## src/design/mma_pkg.sv

```systemverilog
// Shared constants, types and helpers for the matrix multiply-accumulate block.
package mma_pkg;

  localparam int MAX_DIM   = 32;
  localparam int FRAC_BITS = 16;

  localparam int DEPTH  = MAX_DIM * MAX_DIM;
  localparam int IDX_W  = $clog2(MAX_DIM);
  localparam int CNT_W  = $clog2(MAX_DIM + 1);
  localparam int ADDR_W = $clog2(DEPTH);

  // Field widths of the stream beats
  localparam int OP_W   = 3;
  localparam int POS_W  = 5;
  localparam int VAL_W  = 32;
  localparam int SIZE_W = 6;

  localparam int IN_DATA_W  = 48;
  localparam int OUT_DATA_W = 40;

  // Configuration register indexes
  localparam logic [1:0] CFG_INNER_SIZE = 2'd0;
  localparam logic [1:0] CFG_OUT_COLS   = 2'd1;

  typedef enum logic [OP_W-1:0] {
    OP_LOAD_Q  = 3'd0,
    OP_LOAD_S  = 3'd1,
    OP_LOAD_R  = 3'd2,
    OP_START   = 3'd3,
    OP_READ_R  = 3'd4
  } op_t;

  // Control into the shared multiply-accumulate unit
  typedef struct packed {
    logic init;  // load the accumulator from init_val
    logic vld;   // operands valid this cycle
  } mac_ctl_t;

  // Status out of the shared multiply-accumulate unit
  typedef struct packed {
    logic busy;  // a product is still on its way to the accumulator
    logic sat;   // the update in this cycle clipped
  } mac_sts_t;

  function automatic logic [ADDR_W-1:0] mk_addr(input int r, input int c);
    int a;
    begin
      a = r * MAX_DIM + c;
      return a[ADDR_W-1:0];
    end
  endfunction

  function automatic logic pos_ok(input logic [POS_W-1:0] r, input logic [POS_W-1:0] c);
    begin
      return (int'(r) < MAX_DIM) && (int'(c) < MAX_DIM);
    end
  endfunction

  function automatic logic [CNT_W-1:0] eff_size(input logic [SIZE_W-1:0] v);
    begin
      if (int'(v) > MAX_DIM) begin
        return CNT_W'(MAX_DIM);
      end
      return CNT_W'(v);
    end
  endfunction

endpackage

```

## src/design/mma_mac.sv

```systemverilog
// Shared multiply, shift and saturating accumulate unit.
module mma_mac
  import mma_pkg::*;
(
  input  logic                    clk,
  input  logic                    rst_n,
  input  mac_ctl_t                ctl,
  input  logic signed [VAL_W-1:0] init_val,
  input  logic signed [VAL_W-1:0] q_val,
  input  logic signed [VAL_W-1:0] s_val,
  output logic signed [VAL_W-1:0] acc,
  output mac_sts_t                sts
);

  localparam logic signed [64:0] SAT_HI = 65'sd2147483647;
  localparam logic signed [64:0] SAT_LO = -65'sd2147483648;

  logic signed [63:0] prod_r;
  logic               prod_vld_r;
  logic signed [VAL_W-1:0] acc_r, acc_nxt;
  logic signed [63:0] sh;
  logic signed [64:0] sum;
  logic               clip;

  always_comb begin
    sh   = prod_r >>> FRAC_BITS;
    sum  = {{33{acc_r[VAL_W-1]}}, acc_r} + {sh[63], sh};
    clip = 1'b0;
    if (sum > SAT_HI) begin
      acc_nxt = VAL_W'(SAT_HI);
      clip    = 1'b1;
    end else if (sum < SAT_LO) begin
      acc_nxt = VAL_W'(SAT_LO);
      clip    = 1'b1;
    end else begin
      acc_nxt = sum[VAL_W-1:0];
    end
  end

  always_ff @(posedge clk) begin
    if (!rst_n) begin
      prod_vld_r <= 1'b0;
    end else begin
      prod_vld_r <= ctl.vld;
    end
    prod_r <= 64'(q_val) * 64'(s_val);
    if (ctl.init) begin
      acc_r <= init_val;
    end else if (prod_vld_r) begin
      acc_r <= acc_nxt;
    end
  end

  assign acc      = acc_r;
  assign sts.busy = prod_vld_r;
  assign sts.sat  = prod_vld_r && !ctl.init && clip;

endmodule

```

## config.mk

```make
export PLATFORM = sky130hd
export DESIGN_NAME = mma_mac
export DESIGN_NICKNAME = d
export VERILOG_FILES = /design/src/design/mma_pkg.sv /design/src/design/mma_mac.sv
export SDC_FILE = /design/constraint.sdc
export NUM_CORES = 2
export LEC_CHECK = 0
export BUFFER_PORTS_ARGS = -buffer_cell sky130_fd_sc_hd__buf_4
export CORE_MARGIN = 2
export CORE_UTILIZATION = 30
export DETAILED_ROUTE_END_ITERATION = 8
export GPL_TIMING_DRIVEN = 0
export SYNTH_ARGS = -nofsm -noshare
export SYNTH_HDL_FRONTEND = slang
export SYNTH_SLANG_ARGS = --single-unit
```

## constraint.sdc

```tcl
create_clock -name clk -period 17.7 [get_ports clk]
set_clock_uncertainty 0.1 [all_clocks]
set_input_delay 5.31 -clock clk [delete_from_list [all_inputs] [get_ports clk]]
set_output_delay 5.31 -clock clk [all_outputs]
set_load 0.02 [all_outputs]
```

==> run summary <==
R2R Path Start: acc[31]$_DFFE_PP_
final HPWL from detailed placement: 135,000 um
min cycle time layout: 14.68 ns
most frequent cells after synthesis: sky130_fd_sc_hd__fa_1 (1,082), sky130_fd_sc_hd__inv_1 (982), sky130_fd_sc_hd__nand2_1 (606)
post-DR vias/cell: 5.08
placed instance count: 6,410
type of the tightest min-delay check: reg2reg
number of nets in the final layout: 6,037
clk_lat worst skew: 0.37 ns
post-detailed-routing wire length: 158,000 um
sequential area share after synthesis: 0.0466
Max Freq: 68.1 MHz
setup slack, reg-to-reg: 12.68 ns
Synth area leader: sky130_fd_sc_hd__fa_1
number of DRC markers in iteration 0: 2,862
result of the run: complete, no violations
startpoint kind of the worst setup timing path: input port
final-report max-slew violation count: 0
aggregate global routing overflow: 0
first-pass GRT wire length: 231,000 um
number of iterations in the first detailed-routing pass: 7
pin slew with the least headroom to its limit: 1.23 ns
number of warnings printed during yosys synthesis: 0
synthesis-to-finish area growth: 8.64%
WS Path Type: in2reg
final std cells w/o fill: 6,439
Metal-1 WL: 63,900 um
DR WL/cell: 24.6 um
CTS tree: done
Critical-path top delay cell: sky130_fd_sc_hd__fa_1
effective utilization at floorplan: 0.303
final setup TNS: 0 ns
Setup Fix Bufs, Post-CTS: 0
pin count of the biggest net entering global routing: 33
Chip Height: 377 um
# resized after CTS: 0
hold-fix buffers at CTS: 0
top flip-flop cell by instance count after synthesis: sky130_fd_sc_hd__dfxtp_1
maximum root-to-sink buffer count: 2
number of enable flip-flop cells after synthesis: 32
Register-to-Register Path Depth: 11
Layout fillers: 14.3k
capture point of the worst reg-to-reg path: acc[29]$_DFFE_PP_
H-tree depth: 3
placer congestion estimate: 1.02
Synth area leaders: sky130_fd_sc_hd__fa_1 (52%), sky130_fd_sc_hd__inv_1 (8.8%), sky130_fd_sc_hd__and2_1 (7.7%)
beginning of the worst hold path: prod_r[16]$_DFF_P_
largest driver fanout on the critical path: 10
setup repair after global routing missed its margin: false
Num CTS Buffers: 9
top-count cell post-synth: sky130_fd_sc_hd__fa_1
Req. time, crit path: 17.78 ns
Clk Tree Root Cell: sky130_fd_sc_hd__clkbuf_16
post-detailed-route count of antenna-violating nets: 0
Sinks on Clock Net: 81
input/output buffers: 132
max-cap violations: 0
area of the core: 0.138 mm^2
die outline area: 0.142 mm^2
x dimension of the die: 377 um
syn_nets: 5,894
Ports: 134
highest metal layer with signal wires: met5
endpoint type of the worst setup path: flip-flop
Hold Path End: acc[0]$_DFFE_PP_
Setup violations, final: 0
routed wl met2: 71,800 um
Cell Area, Synth: 0.0417 mm^2
Worst Path Arrival: 14.77 ns
final critical-path share of the clock period: 0.830
max-slew headroom at the worst pin: 0.178
total track usage: 0.225
number of hold violations in the final report: 0
fraction of final layout cells with drive strength greater than 1: 0.0473
share of async-settable or async-resettable flops after synthesis: 0
number of antenna violations at the first check in global routing: 19
Reg clk slew, reported paths: 0.07 ns
routed wire length on met3: 12,600 um
via count of the first global-routing pass: 34.3k
standard-cell row count: 136
number of flip-flops and latches in the synthesized netlist: 81
synthesized instance count: 4,484
post-synth top area share: 0.520
count of different cell masters after synthesis: 79
mean cell area of the mapped netlist: 9.29 um^2
delay contributed by the slowest stage of the critical path: 0.89 ns
via count: 32.7k
count of cells along the worst hold path: 3
drt drc: 0
[metal layers]
layer | vias to the layer above | GRT usage
met4 | 2 | 0.116
met5 | - | 0
met1 | 17100 | 0.300
met2 | 1558 | 0.357
met3 | 355 | 0.0304
li1 | 13700 | -
[worst max-delay path by stage]
stage / start / cells past startpoint / end
after floorplan: q_val[31] / 27 / prod_r[58]$_DFF_P_
after global placement: s_val[6] / 30 / prod_r[61]$_DFF_P_
after detailed placement: s_val[6] / 30 / prod_r[61]$_DFF_P_
after CTS: s_val[6] / 30 / prod_r[61]$_DFF_P_
after global routing: s_val[5] / 30 / prod_r[61]$_DFF_P_
final: s_val[5] / 30 / prod_r[61]$_DFF_P_
[cell usage in the layout (no fill, tap or decap), drive strengths merged, types with 15 or more instances in the layout]
cell    instances
and2          516
buf           155
fa           1082
xor2           34
nand2b         15
nand3          28
xnor2          57
nor3           25
o311ai         29
inv           986
nor2          110
and3           16
a31oi          15
dfxtp          49
a21o           50
a21oi         116
clkbuf        219
nand2         606
nand4          18
o21bai         17
a211oi         25
o21ai          63
ha            228
edfxtp         32
[final cells by class]
type,instances,area (um^2),share of cell area
diodes,13,32.5,0.000719
multi-input cells,3189,35100,0.776
clock buffers,10,250,0.00553
inverters,982,3690,0.0814
flip-flops and latches,81,1940,0.0429
repair buffers,132,991,0.0219
plain buffers,232,930,0.0205
well taps,1794,2240,0.0496
clock inverters,6,77.6,0.00171
[sequential cells by signal, summed over array words and instances (netlist names)]
register / count
prod_vld_r: 1
acc: 32
prod_r: 48
[per-stage QoR]
step,util,setup WS (ns),hold slack [ns],instance area (um^2)
3_3_place_gp,0.326,2.80,0.715,44900
4_1_cts,0.329,3.16,0.739,45200
2_1_floorplan,-,4.88,0.671,41700
5_1_grt,0.329,2.55,0.788,45200
6_report,0.329,3.02,0.723,45300
3_5_place_dp,0.326,2.78,0.720,44900
[critical path, delay by kind of cell]
kind,cells,cell delay (ns)
AO/OA/AOI/OAI,6,1.60
adder cells (fa/ha/maj),9,4.56
buffers and inverters,11,2.61
AND/OR/NAND/NOR,4,0.67
[logic make-up after synthesis]
logic type | after synthesis | synth area share
compound gates | 405 | 0.0705
xor+xnor | 91 | 0.0191
fa+ha+maj | 1310 | 0.588
buf+inv | 1214 | 0.111
flops | 81 | 0.0466
mux | 3 | 0.000781
simple gates | 1380 | 0.164
Power is not shown: default switching activity piles up to over one toggle a cycle in this logic, so the estimate is an artifact.
